File: config.mk
export PLATFORM = sky130hd
export DESIGN_NAME = peripheral_interface_adapter_core_flat
export DESIGN_NICKNAME = d
export VERILOG_FILES = /design/src/rtl/pia_pkg.sv /design/src/rtl/pia_if.sv /design/src/rtl/peripheral_interface_adapter_core.sv /design/src/flat_wrapper.sv
export VERILOG_INCLUDE_DIRS = /design/src /design/src/rtl
export SDC_FILE = /design/constraint.sdc
export NUM_CORES = 1
export LEC_CHECK = 0
export ABC_AREA = 0
export ABC_CLOCK_PERIOD_IN_PS = 1600
export BUFFER_PORTS_ARGS = -buffer_cell sky130_fd_sc_hd__buf_2
export CAP_MARGIN = 10
export CORE_UTILIZATION = 45
export CTS_BUF_LIST = sky130_fd_sc_hd__clkbuf_8
export DETAILED_ROUTE_END_ITERATION = 12
export MAX_ROUTING_LAYER = met4
export PLACE_DENSITY = 0.67
export SLEW_MARGIN = 20
export SYNTH_ARGS = -nofsm -noshare
export SYNTH_HDL_FRONTEND = slang
export SYNTH_SLANG_ARGS = --single-unit
File: constraint.sdc
create_clock -name clk -period 1.6 [get_ports clk]
set_input_delay 0.08 -clock clk [delete_from_list [all_inputs] [get_ports clk]]
set_output_delay 0.08 -clock clk [all_outputs]
set_load 0.03 [all_outputs]
File: src/rtl/peripheral_interface_adapter_core_assert.svh
// ----------------------------------------------------------------------------
// Assertion macros
// Shared concurrent assertion forms for the interface adapter RTL.
// ----------------------------------------------------------------------------
`ifndef PERIPHERAL_INTERFACE_ADAPTER_CORE_ASSERT_SVH
`define PERIPHERAL_INTERFACE_ADAPTER_CORE_ASSERT_SVH

// same-cycle implication, disabled in reset
`define PIA_ASSERT_IMPLIES(label, clk, rst_n, ante, cons) \
    label: assert property (@(posedge clk) disable iff (!rst_n) (ante) |-> (cons)) \
        else $error("assertion failed");

// next-cycle implication, disabled in reset
`define PIA_ASSERT_NEXT(label, clk, rst_n, ante, cons) \
    label: assert property (@(posedge clk) disable iff (!rst_n) (ante) |=> (cons)) \
        else $error("assertion failed");

`endif

File: src/rtl/pia_pkg.sv
// ----------------------------------------------------------------------------
// pia_pkg
// Item types, codes and constants of the peripheral interface adapter.
// ----------------------------------------------------------------------------
`default_nettype none

package pia_pkg;

    localparam logic [1:0] OP_READ   = 2'd0;
    localparam logic [1:0] OP_WRITE  = 2'd1;
    localparam logic [1:0] OP_PIN_A  = 2'd2;
    localparam logic [1:0] OP_PIN_B  = 2'd3;

    localparam logic [1:0] SEL_PORT_A = 2'd0;
    localparam logic [1:0] SEL_PORT_B = 2'd1;
    localparam logic [1:0] SEL_CTL_A  = 2'd2;
    localparam logic [1:0] SEL_CTL_B  = 2'd3;

    localparam logic [2:0] MODE_IN_FALL    = 3'd0;
    localparam logic [2:0] MODE_IN_FALL_EN = 3'd1;
    localparam logic [2:0] MODE_IN_RISE    = 3'd2;
    localparam logic [2:0] MODE_IN_RISE_EN = 3'd3;
    localparam logic [2:0] MODE_HANDSHAKE  = 3'd4;
    localparam logic [2:0] MODE_PULSE      = 3'd5;
    localparam logic [2:0] MODE_OUT_LOW    = 3'd6;
    localparam logic [2:0] MODE_OUT_HIGH   = 3'd7;

    localparam logic [7:0] CTL_RESET   = 8'h3f;
    localparam logic [7:0] CTL_WRITABLE = 8'h3f;
    localparam logic [7:0] CTL_FLAGS   = 8'hc0;
    localparam logic [7:0] FLAG_PIN1   = 8'h80;
    localparam logic [7:0] FLAG_PIN2   = 8'h40;
    localparam logic [7:0] IRQ2_MASK   = 8'h28;
    localparam logic [7:0] IRQ2_MATCH  = 8'h08;
    localparam logic [7:0] PORT_RESET  = 8'hff;
    localparam int         BIT_ENABLE  = 0;
    localparam int         BIT_SELECT  = 2;

    typedef struct packed {
        logic [1:0] opcode;
        logic [1:0] reg_select;
        logic [7:0] write_data;
        logic       quiet_read;
        logic       pin_level;
        logic [7:0] port_a_pins;
        logic [7:0] port_b_pins;
    } in_item_t;

    typedef struct packed {
        logic [7:0] read_data;
        logic       irq;
        logic       ca2_level;
        logic       cb2_level;
        logic       ca2_pulse;
        logic       cb2_pulse;
        logic [7:0] port_a_drive;
        logic [7:0] port_b_drive;
    } out_item_t;

endpackage

`default_nettype wire

File: src/rtl/pia_if.sv
// ----------------------------------------------------------------------------
// pia_if
// Valid/ready channels carrying adapter items in and results out.
// ----------------------------------------------------------------------------
`default_nettype none

interface pia_in_if;
    logic               valid;
    logic               ready;
    pia_pkg::in_item_t  payload;

    modport source (output valid, output payload, input ready);
    modport sink   (input valid, input payload, output ready);
endinterface

interface pia_out_if;
    logic               valid;
    logic               ready;
    pia_pkg::out_item_t payload;

    modport source (output valid, output payload, input ready);
    modport sink   (input valid, input payload, output ready);
endinterface

`default_nettype wire

File: src/rtl/peripheral_interface_adapter_core.sv
// ----------------------------------------------------------------------------
// peripheral_interface_adapter_core
// Two-port parallel interface adapter: bus accesses and CA1/CB1 pin events.
// ----------------------------------------------------------------------------
//  channel   dir   handshake      payload
//  in_ch     in    valid/ready    pia_pkg::in_item_t
//  out_ch    out   valid/ready    pia_pkg::out_item_t
//  cfg       in    cfg_wr_en      cfg_wr_data (machine_is_xlxe)
//
//  One item per cycle while out_ch takes results; its result appears in the cycle after acceptance.
//  State updates in the accepting cycle, result held in one output register.
//  in_ch.ready is high while the output register is empty or being taken.
//  Reset: all adapter state to power-on values, no result pending.
// ----------------------------------------------------------------------------
`default_nettype none

`include "peripheral_interface_adapter_core_assert.svh"

module peripheral_interface_adapter_core (
    input  wire logic   clk,
    input  wire logic   rst_n,
    input  wire logic   cfg_wr_en,
    input  wire logic   cfg_wr_data,
    pia_in_if.sink      in_ch,
    pia_out_if.source   out_ch
);

    typedef struct packed {
        logic [7:0] ctl;
        logic       pin1;
        logic       line;
        logic       fall;
        logic       rise;
    } side_t;

    localparam side_t SIDE_RESET = '{ctl: pia_pkg::CTL_RESET, pin1: 1'b0,
                                     line: 1'b1, fall: 1'b0, rise: 1'b0};

    function automatic logic ctl_irq(input logic [7:0] c);
        logic r;
        r = ((c & pia_pkg::FLAG_PIN2) != 8'h00 &&
             (c & pia_pkg::IRQ2_MASK) == pia_pkg::IRQ2_MATCH) ||
            (c[7] && c[pia_pkg::BIT_ENABLE]);
        return r;
    endfunction

    function automatic side_t write_control(input side_t s, input logic [7:0] data,
                                            input logic is_b);
        side_t      r;
        logic [7:0] d;
        r     = s;
        d     = data & pia_pkg::CTL_WRITABLE;
        r.ctl = (s.ctl & pia_pkg::CTL_FLAGS) | d;
        case (d[5:3])
            pia_pkg::MODE_IN_FALL, pia_pkg::MODE_IN_FALL_EN:
            begin
                if (s.fall || (is_b && s.rise))
                    r.ctl = r.ctl | pia_pkg::FLAG_PIN2;
                r.line = 1'b1;
                r.fall = 1'b0;
                r.rise = 1'b0;
            end
            pia_pkg::MODE_IN_RISE, pia_pkg::MODE_IN_RISE_EN:
            begin
                if (!s.line || s.rise)
                    r.ctl = r.ctl | pia_pkg::FLAG_PIN2;
                r.line = 1'b1;
                r.fall = 1'b0;
                r.rise = 1'b0;
            end
            pia_pkg::MODE_HANDSHAKE:
            begin
                r.rise = 1'b0;
                r.ctl  = r.ctl & pia_pkg::CTL_WRITABLE;
            end
            pia_pkg::MODE_PULSE:
            begin
                r.line = 1'b1;
                r.ctl  = r.ctl & pia_pkg::CTL_WRITABLE;
                r.fall = 1'b0;
                r.rise = 1'b0;
            end
            pia_pkg::MODE_OUT_LOW:
            begin
                r.line = 1'b0;
                r.ctl  = r.ctl & pia_pkg::CTL_WRITABLE;
                r.fall = 1'b0;
                r.rise = 1'b0;
            end
            default:
            begin
                r.ctl = r.ctl & pia_pkg::CTL_WRITABLE;
                if (!s.line && (is_b || !s.fall))
                    r.rise = 1'b1;
                r.line = 1'b1;
                r.fall = 1'b0;
            end
        endcase
        return r;
    endfunction

    function automatic side_t strobe_line(input side_t s);
        side_t r;
        r = s;
        if (s.ctl[5:3] == pia_pkg::MODE_HANDSHAKE)
        begin
            if (s.line)
                r.fall = 1'b1;
            r.line = 1'b0;
        end
        else if (s.ctl[5:3] == pia_pkg::MODE_PULSE)
        begin
            r.line = 1'b1;
        end
        return r;
    endfunction

    function automatic side_t pin_change(input side_t s, input logic v);
        side_t r;
        r = s;
        if (s.pin1 != v)
        begin
            if (v == s.ctl[pia_pkg::BIT_ENABLE])
                r.ctl = r.ctl | pia_pkg::FLAG_PIN1;
            r.pin1 = v;
        end
        return r;
    endfunction

    logic               xlxe_reg;
    side_t              side_a_reg, side_a_next;
    side_t              side_b_reg, side_b_next;
    logic [7:0]         output_a_reg, output_a_next;
    logic [7:0]         output_b_reg, output_b_next;
    logic [7:0]         mask_a_reg, mask_a_next;
    logic [7:0]         mask_b_reg, mask_b_next;
    logic               out_valid_reg;
    pia_pkg::out_item_t out_reg, out_next;
    pia_pkg::in_item_t  item;
    logic               in_fire;
    logic [7:0]         rd;
    logic               pulse_a, pulse_b;

    assign item        = in_ch.payload;
    assign in_ch.ready = !out_valid_reg || out_ch.ready;
    assign in_fire     = in_ch.valid && in_ch.ready;

    always_comb
    begin
        side_a_next   = side_a_reg;
        side_b_next   = side_b_reg;
        output_a_next = output_a_reg;
        output_b_next = output_b_reg;
        mask_a_next   = mask_a_reg;
        mask_b_next   = mask_b_reg;
        rd            = 8'h00;
        pulse_a       = 1'b0;
        pulse_b       = 1'b0;
        case (item.opcode)
            pia_pkg::OP_READ:
            begin
                case (item.reg_select)
                    pia_pkg::SEL_PORT_A:
                    begin
                        if (!side_a_reg.ctl[pia_pkg::BIT_SELECT])
                            rd = ~mask_a_reg;
                        else
                        begin
                            if (!item.quiet_read)
                            begin
                                pulse_a         = side_a_reg.ctl[5:3] == pia_pkg::MODE_PULSE;
                                side_a_next     = strobe_line(side_a_reg);
                                side_a_next.ctl = side_a_reg.ctl & pia_pkg::CTL_WRITABLE;
                            end
                            rd = item.port_a_pins & (output_a_reg | mask_a_reg);
                        end
                    end
                    pia_pkg::SEL_PORT_B:
                    begin
                        if (!side_b_reg.ctl[pia_pkg::BIT_SELECT])
                            rd = ~mask_b_reg;
                        else
                        begin
                            if (!item.quiet_read)
                                side_b_next.ctl = side_b_reg.ctl & pia_pkg::CTL_WRITABLE;
                            if (xlxe_reg)
                                rd = output_b_reg | mask_b_reg;
                            else
                                rd = item.port_b_pins & (output_b_reg | mask_b_reg);
                        end
                    end
                    pia_pkg::SEL_CTL_A: rd = side_a_reg.ctl;
                    default:            rd = side_b_reg.ctl;
                endcase
            end
            pia_pkg::OP_WRITE:
            begin
                case (item.reg_select)
                    pia_pkg::SEL_PORT_A:
                    begin
                        if (!side_a_reg.ctl[pia_pkg::BIT_SELECT])
                            mask_a_next = ~item.write_data;
                        else
                            output_a_next = item.write_data;
                    end
                    pia_pkg::SEL_PORT_B:
                    begin
                        if (!side_b_reg.ctl[pia_pkg::BIT_SELECT])
                            mask_b_next = ~item.write_data;
                        else
                        begin
                            pulse_b       = side_b_reg.ctl[5:3] == pia_pkg::MODE_PULSE;
                            side_b_next   = strobe_line(side_b_reg);
                            output_b_next = item.write_data;
                        end
                    end
                    pia_pkg::SEL_CTL_A:
                        side_a_next = write_control(side_a_reg, item.write_data, 1'b0);
                    default:
                        side_b_next = write_control(side_b_reg, item.write_data, 1'b1);
                endcase
            end
            pia_pkg::OP_PIN_A: side_a_next = pin_change(side_a_reg, item.pin_level);
            default:           side_b_next = pin_change(side_b_reg, item.pin_level);
        endcase

        out_next.read_data    = rd;
        out_next.irq          = ctl_irq(side_a_next.ctl) | ctl_irq(side_b_next.ctl);
        out_next.ca2_level    = side_a_next.line;
        out_next.cb2_level    = side_b_next.line;
        out_next.ca2_pulse    = pulse_a;
        out_next.cb2_pulse    = pulse_b;
        out_next.port_a_drive = output_a_next | mask_a_next;
        out_next.port_b_drive = output_b_next | mask_b_next;
    end

    always_ff @(posedge clk or negedge rst_n)
    begin
        if (!rst_n)
        begin
            xlxe_reg      <= 1'b1;
            side_a_reg    <= SIDE_RESET;
            side_b_reg    <= SIDE_RESET;
            output_a_reg  <= pia_pkg::PORT_RESET;
            output_b_reg  <= pia_pkg::PORT_RESET;
            mask_a_reg    <= pia_pkg::PORT_RESET;
            mask_b_reg    <= pia_pkg::PORT_RESET;
            out_valid_reg <= 1'b0;
        end
        else
        begin
            if (cfg_wr_en)
                xlxe_reg <= cfg_wr_data;
            if (in_fire)
            begin
                side_a_reg   <= side_a_next;
                side_b_reg   <= side_b_next;
                output_a_reg <= output_a_next;
                output_b_reg <= output_b_next;
                mask_a_reg   <= mask_a_next;
                mask_b_reg   <= mask_b_next;
            end
            if (in_ch.ready)
                out_valid_reg <= in_ch.valid;
        end
    end

    always_ff @(posedge clk)
    begin
        if (in_fire)
            out_reg <= out_next;
    end

    assign out_ch.valid   = out_valid_reg;
    assign out_ch.payload = out_reg;

    `PIA_ASSERT_NEXT(a_fire_gives_result, clk, rst_n, in_fire, out_valid_reg)
    `PIA_ASSERT_IMPLIES(a_pulse_ends_high, clk, rst_n, out_valid_reg && out_reg.ca2_pulse, out_reg.ca2_level)
    `PIA_ASSERT_NEXT(a_ctl_a_stable, clk, rst_n, !(in_fire && item.opcode == pia_pkg::OP_WRITE && item.reg_select == pia_pkg::SEL_CTL_A), $stable(side_a_reg.ctl[5:0]))

endmodule

`default_nettype wire
File: src/flat_wrapper.sv
// flat-port wrapper written by rule: the top's interface ports become plain ports
module peripheral_interface_adapter_core_flat 
  (clk, rst_n, cfg_wr_en, cfg_wr_data, in_ch_valid, in_ch_payload, in_ch_ready, out_ch_valid, out_ch_payload, out_ch_ready);
  pia_in_if in_ch_i ();
  pia_out_if out_ch_i ();
  input  wire logic clk;
  input  wire logic rst_n;
  input  wire logic cfg_wr_en;
  input  wire logic cfg_wr_data;
  input wire logic [$bits(in_ch_i.valid)-1:0] in_ch_valid;
  input wire logic [$bits(in_ch_i.payload)-1:0] in_ch_payload;
  output wire logic [$bits(in_ch_i.ready)-1:0] in_ch_ready;
  output wire logic [$bits(out_ch_i.valid)-1:0] out_ch_valid;
  output wire logic [$bits(out_ch_i.payload)-1:0] out_ch_payload;
  input wire logic [$bits(out_ch_i.ready)-1:0] out_ch_ready;
  assign in_ch_i.valid = in_ch_valid;
  assign in_ch_i.payload = in_ch_payload;
  assign in_ch_ready = in_ch_i.ready;
  assign out_ch_valid = out_ch_i.valid;
  assign out_ch_payload = out_ch_i.payload;
  assign out_ch_i.ready = out_ch_ready;
  peripheral_interface_adapter_core u_core (.clk(clk), .rst_n(rst_n), .cfg_wr_en(cfg_wr_en), .cfg_wr_data(cfg_wr_data), .in_ch(in_ch_i), .out_ch(out_ch_i));
endmodule
-- After elaboration in Yosys (flattened, before gate mapping)
Index checks and enable logic that the tools add are counted.
- bits in registers: 87
- logic and storage cells: 172
- input bits: 36
- output and inout bits: 31
- reductions and logical operators: 38
- multiplexer cells: 52
- equality and inequality tests: 34
- bitwise gates (word level): 20
- operators with widths (operator ; count):
    $mux 8 ; 20
    $mux 12 ; 4
    $pmux 8 s3 ; 2
    $pmux 12 s3 ; 1
    $mux 7 ; 5
    $or 8x8->8 ; 4
    $pmux 8 s2 ; 2
    $not 8->8 ; 3
    $pmux 12 s2 ; 1
    $eq 3x3->1 const B ; 7
    $reduce_and 5->1 ; 4
    $mux 9 ; 2
    $reduce_and 6->1 ; 3
    $and 8x8->8 ; 2
    $ne 2x2->1 const B ; 8
    $or 8x6->8 ; 2
    $mux 1 ; 12
    $ne 2x1->1 const B ; 6
    $reduce_and 10->1 ; 1
    $eq 2x1->1 const B ; 4
    $not 1->1 ; 8
    $pmux 2 s2 ; 2
    $pmux 4 s2 ; 1
    $reduce_and 8->1 ; 1
    other kinds (17) ; 39

-- Longest topological paths before layout
Gate-level depths: netlist (run 1).
- depth after elaboration: 11
- depth in mapped cells: 6
- mapped depth without buffers: 6

-- Least setup slack after synthesis (run 1)
OpenSTA, ideal clock, no wires.
- path kind: register -> register
- from: register u_core.out_valid_reg (netlist: u_core.out_ch.valid)
- to: register u_core.output_b_reg[0]
- clock period less this slack: 2.038 ns
- slack: -0.438 ns
- buffers on the path: 1
- stages on the path, launching flop included: 7
- arrival: 1.956 ns
- data required time: 1.518 ns
- cell sequence: dfrtp_1 -> nand2b_1 -> buf_2 -> nand2_1 -> inv_2 -> nand2_2 -> mux2_2
- word-level cells in the longest chain between the ends: 3
- ends and longest elaborated chain (what ; RTL line ; source):
    start, declared ; peripheral_interface_adapter_core.sv:137 ; logic out_valid_reg;
    start signal, assigned ; peripheral_interface_adapter_core.sv:264 ; out_valid_reg <= in_ch.valid;
    $logic_not 1->1 ; peripheral_interface_adapter_core.sv:145 ; assign in_ch.ready = !out_valid_reg || out_ch.ready;
    $logic_or 1x1->1 ; peripheral_interface_adapter_core.sv:145 ;
    named net in_ch_ready ; flat_wrapper.sv:12 ; output wire logic [$bits(in_ch_i.ready)-1:0] in_ch_ready;
    $logic_and 1x1->1 ; peripheral_interface_adapter_core.sv:146 ; assign in_fire = in_ch.valid && in_ch.ready;
    named net u_core.in_fire ; peripheral_interface_adapter_core.sv:140 ; logic in_fire;
    end signal, assigned ; peripheral_interface_adapter_core.sv:245 ; output_b_reg <= pia_pkg::PORT_RESET;
    end signal, assigned ; peripheral_interface_adapter_core.sv:259 ; output_b_reg <= output_b_next;
    end, declared ; peripheral_interface_adapter_core.sv:134 ; logic [7:0] output_b_reg, output_b_next;
The timed path passes the listed nets, and every way through them passes these cells.
A chain may end at the register's enable or synchronous reset.

-- Worst setup path in the final report (run 1)
- from: register u_core.side_a_reg[6] in the netlist's numbering
- to: register u_core.side_a_reg[1] in the netlist's numbering
- word-level cells in the longest chain between the ends: 2
- ends and longest elaborated chain (what ; RTL line ; source):
    start, declared ; peripheral_interface_adapter_core.sv:131 ; side_t side_a_reg, side_a_next;
    start signal, assigned ; peripheral_interface_adapter_core.sv:256 ; side_a_reg <= side_a_next;
    $ne 2x1->1 (no source line) ; -- ;
    $reduce_and 10->1 (no source line) ; -- ;
Every way passes these cells.

==> results of run 1 <==
-- critical path: cells and delay by family (launching register included) --
family	cells	cell delay, ns
simple gates	2	0.38
compound gates	1	0.33
mux	1	0.35
flops	1	0.54
-- power by group through the flow --
stage,combinational (mW),sequential (mW),clock [mW]
after CTS,1.96,3.31,1.64
final,2.03,3.33,1.60
after detailed placement,1.90,3.35,0
after global placement,1.86,3.33,0
after global routing,2.20,3.38,1.72
after floorplan,1.09,3.43,0
-- cells by family (layout without fill, tap and decap cells) --
logic type	Yosys count	count (layout)	share of synthesized area, %
muxes	36	36	8.36
buffers and inverters	41	150	3.80
and+or+nand+nor	130	130	15.2
adders and majority gates	2	2	0.531
AOI/OAI and AO/OA	149	149	21.2
DFF	87	87	50.5
xor gates and xnor gates	2	2	0.372
-- layer usage --
layer  vias up  track usage [%]  wire (um)
li1       1918                -          -
met1      2035             34.7       5820
met2       187             41.8       6690
met3        34             5.33       1070
met4         0             10.9        337
met5         -                -          0
-- path summary, 6_finish.rpt --
kind | end | slack, ns
max | u_core.side_a_reg[1] | -0.10
min | u_core.side_b_reg[5] | 0.02
max reg2reg | u_core.side_a_reg[1] | -0.10
min reg2reg | u_core.side_b_reg[5] | 0.50
max in group asynchronous | u_core.mask_a_reg[7] | 1.04
min in group asynchronous | u_core.side_b_reg[0] | 0.07
-- cell usage in the layout (no fill, tap or decap), types with 7 or more instances in the layout --
cell       n
buf_2     66
dfstp_2   47
buf_4     45
o21ai_0   41
nand2_1   39
edfxtp_1  29
nor2_1    26
mux2_2    25
a21oi_1   22
o32a_1    15
o22ai_1   15
clkbuf_8  10
dfrtp_1   10
inv_1      9
o31ai_1    9
mux2i_1    9
o221ai_1   8
a22oi_1    8
nand2b_1   7
-- stage by stage --
step | util (%) | worst slack (ns)
floorplan | - | -0.124
global placement | 55.5 | -0.0860
detailed placement | 55.5 | -0.148
CTS | 58.8 | -0.0887
global route | 59.5 | -0.142
finish | 59.5 | -0.103
-- final cells by class --
cell class,instances,area share [%]
Clock buffer,10,2.32
Clock inverter,6,1.12
Inverter,11,0.824
Multi-Input combinational cell,319,38.5
Sequential cell,87,40.2
Tap cell,133,2.81
Timing Repair Buffer,123,14.2
-- what timing repair did --
item | 4_1_cts | 5_1_grt
resized for setup | 17 | 12
endpoints found under the setup margin | 20 | 30
pin swaps | 23 | 8
endpoints found under the hold margin | 62 | 0
buffers inserted | 2 | 2
hold buffers | 5 | 0
==> run_results.csv, run 1 <==
group,metric,value,unit
status,outcome,"finished, violations left",
status,violations,"negative setup slack",
final_layout,drive_above_1_share,43.7,%
synthesis,yosysMostFrequentCell,"dfstp_2",
sta,fmax,0.587,GHz
sta,relSlewSlack,49.2,%
floorplan,dieArea,10900,sq um
critical_path,critPathSlowestCell,"dfstp_2",
clock_network,clock_path_buffers,2,
synthesis,synth.yosys.seq_area_share,50.5,%
placement,globalplace.congestion,0.903,
floorplan,fp-row-count,36,
synthesis,yosys.cell_types.count,66,
power,p_clk_share,23.0,%
critical_path,reg2reg_from,"u_core.side_a_reg[6]",
synthesis,synth_top_area_cell,"dfstp_2",
floorplan,core_area,9950,sq um
critical_path,max_stage_delay,0.54,ns
sta,finalHoldViolations,0,
critical_path,required,1.86,ns
grt,first_global_vias,4037,
sta,fin_skew,0.00990,ns
synthesis,synthFlopType,"dfstp_2",
power,p_total,6.97,mW
placement,dp_hpwl,9780,um
final_layout,layout.nets,589,
detailed_routing,antenna_left,0,
synthesis,syn_avg_cell_area,10.5,sq um
synthesis,yosys-top-cells-count,"47 x dfstp_2, 44 x o21ai_0, 41 x nand2_1",
sta,rsz0062_at_grt,"true",
floorplan,start_util,47.3,%
final_layout,fin_area,5920,sq um
final_layout,fillerInstances,849,
sta,setup_ws,-0.103,ns
detailed_routing,drtPass1Iterations,6,
grt,grt_start_max_net_pins,37,
clock_network,cts-root-buf,"clkbuf_8",
final_layout,fin_cells,689,
run,timing.max_cap.violations,0,
placement,place_area,5520,sq um
synthesis,synth_cells,447,
detailed_routing,wl_per_cell,20.2,um
clock_network,insertion_delay,0.37,ns
final_layout,register_area,2380,sq um
clock_network,cts.sinks,87,
power,cellPowerDensity,1180,nW/um^2
detailed_routing,drc,0,
detailed_routing,viasPerCell,6.06,
final_layout,largest_reg_flops,29,
synthesis,synth-edff-count,29,
final_layout,antenna_cells,0,
worst_hold_path,hold_path_class,"in2reg",
sta,finalMaxSlewViolations,0,
detailed_routing,drt_iter0_markers,231,
critical_path,path_cells,"and4bb_2 > nand4b_1 > a2111oi_4 > mux2_1",
critical_path,crit_path_start,"u_core.side_a_reg[6]",
power,sequentialPowerShare,47.8,%
power,combinationalPowerShare,29.2,%
power,netSwitchingPower,2.33,mW
synthesis,ys_async_sr_fraction,66.7,%
critical_path,critical_path_arrival,1.96,ns
floorplan,fp.dieH,104,um
sta,finalCritPeriodShare,106,%
grt,grt_antenna_before_repair,0,
floorplan,die-width,104,um
clock_network,h-tree-depth,3,
detailed_routing,num_vias,4174,
synthesis,netlist_area,4710,sq um
floorplan,io_pins,67,
clock_network,cts_buffers,9,
power,swShare,33.5,%
worst_hold_path,min-delay-start,"in_ch_payload[19]",
grt,grt_first_pass_wirelength,21700,um
sta,fin_tns_setup,-0.475,ns
synthesis,synth-seq-cells,87,
power,intPower,4.64,mW
synthesis,syn_nets,485,
grt,track_usage,27.0,%
sta,report.final.setup_viol,11,
critical_path,setup.worst_path.class,"reg2reg",
placement,post-place-cells,664,
grt,grt-ovfl-total,0,
final_layout,areaGrowthSynthToFinish,25.7,%
critical_path,critPathLaunchType,"flip-flop",
synthesis,ys_warn_count,0,
critical_path,worst-path-max-fanout,3,
sta,worst_pin_slew,0.760,ns
critical_path,end_kind,"flip-flop",
synthesis,yosys-top-cells-area,"dfstp_2 26%, edfxtp_1 18%, mux2_2 6.2%",
sta,fin_crit,1.70,ns
clock_network,cts_tree,"done",
detailed_routing,finalWirelength,13900,um
power,p_leak,2.36,nW
worst_hold_path,holdPathStages,3,
final_layout,multi_input_area,2280,sq um
critical_path,reg2reg_depth,4,
clock_network,path_clk_slew,0.09,ns
sta,hold_ws,0.0243,ns
synthesis,synth_top_cell_area_share,26.2,%
placement,port_buffers,66,
power,ir_drop,568,uV
Note: power is estimated with default switching activity, not from simulation.
==> run 2: changes to the inputs <==
--- a/config.mk
+++ b/config.mk
@@ -6,7 +6,7 @@
 export SDC_FILE = /design/constraint.sdc
 export NUM_CORES = 1
 export LEC_CHECK = 0
-export ABC_AREA = 0
+export ABC_AREA = 1
 export ABC_CLOCK_PERIOD_IN_PS = 1600
 export BUFFER_PORTS_ARGS = -buffer_cell sky130_fd_sc_hd__buf_2
 export CAP_MARGIN = 10
==> run 2 against run 1 <==
  * Cell area fell by 6.1%
  * Combinational power fell by 8%
  * Worst setup slack improved by 0.16 ns
  * Sequential share of layout area rose by 2.6 points
  * The run now ends clean
  * Largest power group unchanged
  * Global-route usage fell by 2.5 points
  * Die area fell by 0.89%
  * Total power fell by 0.26%
  * Critical path depth rose by 3
  * Via count rose by 1.1%
  * Non-clock buffer count fell by 34
  * Highest routed layer unchanged
  * Routed wire length fell by 11%
==> run_results.csv, run 2 <==
group,metric,value,unit
sta,finalMaxSlewViolations,0,
grt,grt_antenna_before_repair,0,
sta,rsz0062_at_grt,"true",
worst_hold_path,min-delay-start,"in_ch_payload[22]",
grt,grt_first_pass_wirelength,20100,um
synthesis,synthFlopType,"dfstp_2",
sta,fin_crit,1.54,ns
final_layout,antenna_cells,0,
synthesis,synth_top_family_by_area,"simple AND/OR/NAND/NOR gates",
sta,finalCritPeriodShare,96.2,%
synthesis,yosysMostFrequentCell,"nand2_1",
critical_path,reg2reg_from,"u_core.side_b_reg[6]",
grt,first_global_vias,4072,
synthesis,synth-edff-count,29,
power,p_leak,2.53,nW
placement,port_buffers,66,
final_layout,mostFrequentLayoutCells,"162 x nand2_1, 75 x nor2_1, 66 x buf_2, 56 x inv_1, 55 x o21ai_0",
detailed_routing,antenna_left,0,
floorplan,core_area,9910,sq um
sta,fin_skew,0.0170,ns
placement,place_ws,0.0379,ns
grt,grt-ovfl-total,0,
floorplan,die-width,104,um
sta,report.final.setup_viol,0,
power,cellPowerDensity,1250,nW/um^2
detailed_routing,viasPerCell,5.21,
synthesis,synth-seq-cells,87,
synthesis,syn_nets,629,
detailed_routing,finalWirelength,12400,um
critical_path,worst-path-max-fanout,4,
synthesis,yosys-top-cells-area,"dfstp_2 26%, edfxtp_1 19%, nand2_1 13%",
final_layout,largest_reg_flops,29,
worst_hold_path,hold_path_class,"in2reg",
floorplan,fp.dieH,104,um
critical_path,critPathLaunchType,"flip-flop",
clock_network,insertion_delay,0.38,ns
worst_hold_path,hold_path_end,"u_core.side_b_reg[8]",
synthesis,ys_async_sr_fraction,66.7,%
floorplan,fp-row-count,36,
final_layout,final_common_cell,"nand2_1",
synthesis,synth-adder-area-share,0.536,%
clock_network,cts_buffers,9,
synthesis,synth_top_area_cell,"dfstp_2",
sta,fin_tns_setup,0,ns
critical_path,end_kind,"flip-flop",
synthesis,synth_xor_area_share,0.375,%
critical_path,max_stage_delay,0.59,ns
clock_network,path_clk_slew,0.09,ns
synthesis,synth_compound_area_share,15.5,%
synthesis,muxShareOfSynthArea,0.241,%
sta,worst_pin_slew,0.374,ns
critical_path,cp_num_cells,7,
synthesis,syn_avg_cell_area,7.90,sq um
floorplan,start_util,47.1,%
critical_path,r2r_slack,0.06,ns
critical_path,path_common_cell,"inv_1",
grt,grt_start_max_net_pins,59,
critical_path,critical_path.top_delay_family,"flip-flops",
critical_path,critPathSlowestCell,"dfstp_2",
placement,place_area,5250,sq um
detailed_routing,wl_per_cell,15.3,um
critical_path,r2r-end,"u_core.out_ch.payload[18]",
final_layout,fillerInstances,944,
power,ir_drop,602,uV
synthesis,ys_warn_count,0,
clock_network,cts_setup_buffers,0,
final_layout,register_area,2380,sq um
worst_hold_path,holdPathStages,3,
floorplan,io_pins,67,
critical_path,critical_path_arrival,1.68,ns
clock_network,h-tree-depth,3,
sta,finalHoldViolations,0,
final_layout,drive_above_1_share,26.1,%
clock_network,clock_path_buffers,2,
final_layout,fin_area,5560,sq um
synthesis,yosys.cell_types.count,36,
final_layout,areaGrowthSynthToFinish,19.1,%
synthesis,synth_top_cell_area_share,26.4,%
critical_path,setup.worst_path.class,"reg2reg",
critical_path,reg2reg_depth,7,
status,outcome,"completed",
critical_path,path_cells,"inv_2 > nor2_4 > nand2_4 > o21ai_0 > inv_1 > nand2_1 > inv_1",
run,timing.max_cap.violations,0,
clock_network,cts-root-buf,"clkbuf_8",
synthesis,yosys-top-cells-count,"165 x nand2_1, 75 x nor2_1, 55 x o21ai_0",
clock_network,cts.sinks,87,
critical_path,critPathBufInv,3,
sta,relSlewSlack,74.8,%
synthesis,synth.yosys.seq_area_share,51.0,%
sta,setup_ws,0.0606,ns
detailed_routing,drt_iter0_markers,232,
detailed_routing,num_vias,4220,
placement,dp_hpwl,8890,um
grt,track_usage,24.5,%
sta,fmax,0.650,GHz
clock_network,cts_tree,"done",
final_layout,layout.nets,710,
synthesis,netlist_area,4670,sq um
floorplan,dieArea,10800,sq um
placement,globalplace.congestion,0.938,
synthesis,yosys.area_share.simple,25.2,%
synthesis,synth_cells,591,
detailed_routing,drtPass1Iterations,5,
final_layout,multi_input_area,2000,sq um
critical_path,required,1.74,ns
detailed_routing,drc,0,
run 2: worst max-delay path by stage:
stage / end / start
after global placement: u_core.out_ch.payload[1] / u_core.side_b_reg[6]
after CTS: u_core.out_ch.payload[6] / u_core.side_b_reg[6]
after detailed placement: u_core.out_ch.payload[3] / u_core.side_b_reg[6]
final: u_core.out_ch.payload[18] / u_core.side_b_reg[6]
after global routing: u_core.out_ch.payload[18] / u_core.side_b_reg[6]
after floorplan: u_core.side_a_reg[6] / u_core.out_ch.valid
run 2: timing repair:
| action | CTS | global route |
|---|---|---|
| hold endpoints to repair | 46 | 0 |
| hold buffers | 5 | 0 |
| gates resized for setup | 0 | 11 |
| setup endpoints to repair | 0 | 16 |
run 2: power breakdown:
part,internal (mW),total (mW),switching [mW]
clock network,0.874,1.68,0.811
logic,0.651,1.86,1.21
registers,3.07,3.40,0.336
run 2: worst register-to-register path: stages (launching register included):
cell and delay [ns]:
dfstp_2 0.59, inv_2 0.07, nor2_4 0.15, nand2_4 0.11, o21ai_0 0.16, inv_1 0.05
nand2_1 0.11, inv_1 0.06
run 2: cell families (layout without fill, tap and decap cells):
| family | count (synthesis) | in the layout |
|---|---|---|
| mux | 1 | 1 |
| compound gates | 136 | 136 |
| simple gates | 281 | 281 |
| flops | 87 | 87 |
| fa+ha+maj | 2 | 2 |
| buf+inv | 82 | 168 |
| xor+xnor | 2 | 2 |
run 2: cell type report:
| class | count | area share (%) |
|---|---|---|
| repair buffers | 89 | 9.95 |
| multi-input cells | 422 | 35.9 |
| well taps | 133 | 2.99 |
| clock inverters | 7 | 1.62 |
| inverters | 63 | 4.48 |
| clock buffers | 9 | 2.23 |
| flip-flops and latches | 87 | 42.8 |
run 2: metrics by stage:
step | total power, mW | hold slack, ns | std cells | util, %
2_1_floorplan | 4.67 | -0.216 | 591 | -
3_3_place_gp | 5.20 | 0.112 | 789 | 53.0
3_5_place_dp | 5.26 | 0.113 | 789 | 53.0
4_1_cts | 6.96 | 0.0141 | 810 | 55.7
5_1_grt | 7.34 | 0.0345 | 810 | 56.1
6_report | 6.95 | 0.0198 | 810 | 56.1
run 2: routing by layer:
metal / up-vias / part of all wire, % / global-route usage [%]
met5: - / 0 / -
met4: 0 / 2.6 / 9.90
met3: 25 / 4.3 / 3.82
met2: 132 / 48 / 39.7
met1: 1976 / 45 / 30.7
li1: 2087 / - / -
==> run 3: changes to the inputs <==
--- a/config.mk
+++ b/config.mk
@@ -10,11 +10,11 @@
 export ABC_CLOCK_PERIOD_IN_PS = 1600
 export BUFFER_PORTS_ARGS = -buffer_cell sky130_fd_sc_hd__buf_2
 export CAP_MARGIN = 10
-export CORE_UTILIZATION = 45
+export CORE_UTILIZATION = 32
 export CTS_BUF_LIST = sky130_fd_sc_hd__clkbuf_8
 export DETAILED_ROUTE_END_ITERATION = 12
 export MAX_ROUTING_LAYER = met4
-export PLACE_DENSITY = 0.67
+export PLACE_DENSITY = 0.5
 export SLEW_MARGIN = 20
 export SYNTH_ARGS = -nofsm -noshare
 export SYNTH_HDL_FRONTEND = slang
==> run 3 against run 2 <==
  * Clock skew fell by 0.0061 ns
  * First-iteration DRC count rose by 51%
  * Worst setup slack improved by 0.0046 ns
  * Routed wire length rose by 12%
  * Total power rose by 1.7%
  * Cell area rose by 2.8%
  * Worst hold slack improved by 0.0059 ns
  * Utilization fell by 15 points
  * Clock power rose by 4%
  * Largest power group unchanged
  * Highest routed layer unchanged
==> run_results.csv, run 3 (synthesis gave the netlist of run 2 again) <==
group,metric,value,unit
final_layout,multi_input_area,2000,sq um
placement,port_buffers,66,
detailed_routing,num_vias,4284,
final_layout,largest_reg_flops,29,
clock_network,clock_path_buffers,2,
critical_path,reg2reg_from,"u_core.side_b_reg[6]",
clock_network,h-tree-depth,3,
sta,worst_pin_slew,0.371,ns
grt,grt_start_max_net_pins,67,
placement,globalplace.congestion,0.896,
sta,report.final.setup_viol,0,
sta,fin_crit,1.53,ns
power,p_total,7.06,mW
critical_path,worst-path-max-fanout,16,
final_layout,register_area,2380,sq um
worst_hold_path,min-delay-start,"in_ch_payload[19]",
critical_path,critPathLaunchType,"flip-flop",
sta,finalHoldViolations,0,
detailed_routing,antenna_left,0,
critical_path,reg2reg_depth,7,
detailed_routing,drt_iter0_markers,350,
clock_network,path_clk_slew,0.10,ns
detailed_routing,drtPass1Iterations,5,
status,outcome,"completed",
power,ir_drop,676,uV
clock_network,insertion_delay,0.38,ns
worst_hold_path,hold_path_end,"u_core.out_ch.payload[9]",
clock_network,cts_buffers,9,
critical_path,critPathSlowestCell,"dfstp_2",
detailed_routing,finalWirelength,13900,um
grt,grt_first_pass_wirelength,22100,um
final_layout,antenna_cells,0,
grt,grt-ovfl-total,0,
critical_path,end_kind,"flip-flop",
sta,finalCritPeriodShare,95.9,%
final_layout,drive_above_1_share,27.0,%
final_layout,mostFrequentLayoutCells,"163 x nand2_1, 74 x nor2_1, 66 x buf_2, 54 x inv_1, 54 x o21ai_0",
clock_network,cts.sinks,87,
clock_network,cts-root-buf,"clkbuf_8",
grt,track_usage,20.6,%
worst_hold_path,holdPathStages,3,
sta,fin_tns_setup,0,ns
floorplan,die-width,123,um
final_layout,fillerInstances,1465,
grt,first_global_vias,4122,
power,cellPowerDensity,1240,nW/um^2
critical_path,path_common_cell,"nand2_1",
critical_path,path_cells,"inv_2 > nor2_4 > nand2_4 > clkinv_8 > nand2_1 > o21ai_1 > nand2_1",
worst_hold_path,hold_path_class,"in2reg",
clock_network,cts_tree,"done",
detailed_routing,viasPerCell,4.95,
floorplan,dieArea,15100,sq um
critical_path,r2r_slack,0.07,ns
placement,dp_hpwl,10200,um
run,timing.max_cap.violations,0,
critical_path,required,1.73,ns
power,p_leak,2.56,nW
placement,place_area,5350,sq um
floorplan,fp-row-count,43,
detailed_routing,drc,0,
final_layout,areaGrowthSynthToFinish,22.4,%
final_layout,fin_area,5720,sq um
grt,grt_antenna_before_repair,0,
floorplan,start_util,33.3,%
critical_path,setup.worst_path.class,"reg2reg",
critical_path,critical_path_arrival,1.67,ns
sta,rsz0062_at_grt,"true",
sta,fin_skew,0.0109,ns
sta,fmax,0.652,GHz
floorplan,core_area,14000,sq um
critical_path,max_stage_delay,0.57,ns
floorplan,fp.dieH,123,um
floorplan,io_pins,67,
sta,relSlewSlack,75.0,%
detailed_routing,wl_per_cell,16.1,um
final_layout,final_common_cell,"nand2_1",
final_layout,layout.nets,719,
sta,finalMaxSlewViolations,0,
critical_path,r2r-end,"u_core.out_ch.payload[1]",
## run 3: worst max path at each step
| stage | from | to | slack [ns] | depth (start not counted) |
|---|---|---|---|---|
| after floorplan | u_core.out_ch.valid | u_core.side_a_reg[6] | 0.01 | 7 |
| after global placement | u_core.side_b_reg[6] | u_core.out_ch.payload[0] | 0.03 | 7 |
| after detailed placement | u_core.side_b_reg[6] | u_core.out_ch.payload[5] | -0.06 | 7 |
| after CTS | u_core.side_b_reg[6] | u_core.out_ch.payload[22] | 0.03 | 8 |
| after global routing | u_core.side_b_reg[6] | u_core.out_ch.payload[20] | -0.02 | 9 |
| final | u_core.side_b_reg[6] | u_core.out_ch.payload[1] | 0.07 | 7 |
## run 3: final cells by class
| type | count | share of cell area (%) |
|---|---|---|
| Sequential cell | 87 | 41.7 |
| Inverter | 63 | 4.36 |
| Clock buffer | 9 | 2.17 |
| Timing Repair Buffer | 98 | 11.2 |
| Clock inverter | 7 | 1.69 |
| Multi-Input combinational cell | 422 | 35.0 |
| Tap cell | 180 | 3.94 |
## run 3: routing by layer
metal	vias to the layer above	global-route usage, %	routed length [um]
met1	2005	27.4	6460
met5	-	-	0
met3	21	4.14	792
met4	0	7.01	321
li1	2116	-	-
met2	142	31.3	6340
## run 3: repair_timing
item | in CTS | in global routing
hold buffers | 7 | 0
endpoints found under the setup margin | 9 | 26
endpoints found under the hold margin | 63 | 0
resized for setup | 1 | 12
cloned | 0 | 0
pin swaps | 1 | 3
setup buffers | 2 | 1
## run 3: critical path: cells and delay by family, from the launching register on
family                 cells  cell delay (ns)
AOI/OAI and AO/OA          1             0.11
buffers and inverters      2             0.17
DFF                        1             0.57
and+or+nand+nor            4             0.42
## run 3: stage by stage
stage | util [%] | hold WS [ns] | worst slack, ns | cells
floorplan | - | -0.216 | 0.0133 | 591
global placement | 38.1 | 0.117 | 0.0285 | 840
detailed placement | 38.1 | 0.112 | -0.0606 | 840
CTS | 40.3 | 0.00498 | 0.0310 | 865
global route | 40.7 | 0.0291 | -0.0248 | 866
finish | 40.7 | 0.0257 | 0.0653 | 866
## run 3: report_power, final
group          internal, mW  leakage [nW]  switching, mW  total [mW]
clock network         0.881         0.102          0.862        1.74
registers              3.07         0.906          0.348        3.42
logic                 0.670          1.55           1.23        1.90
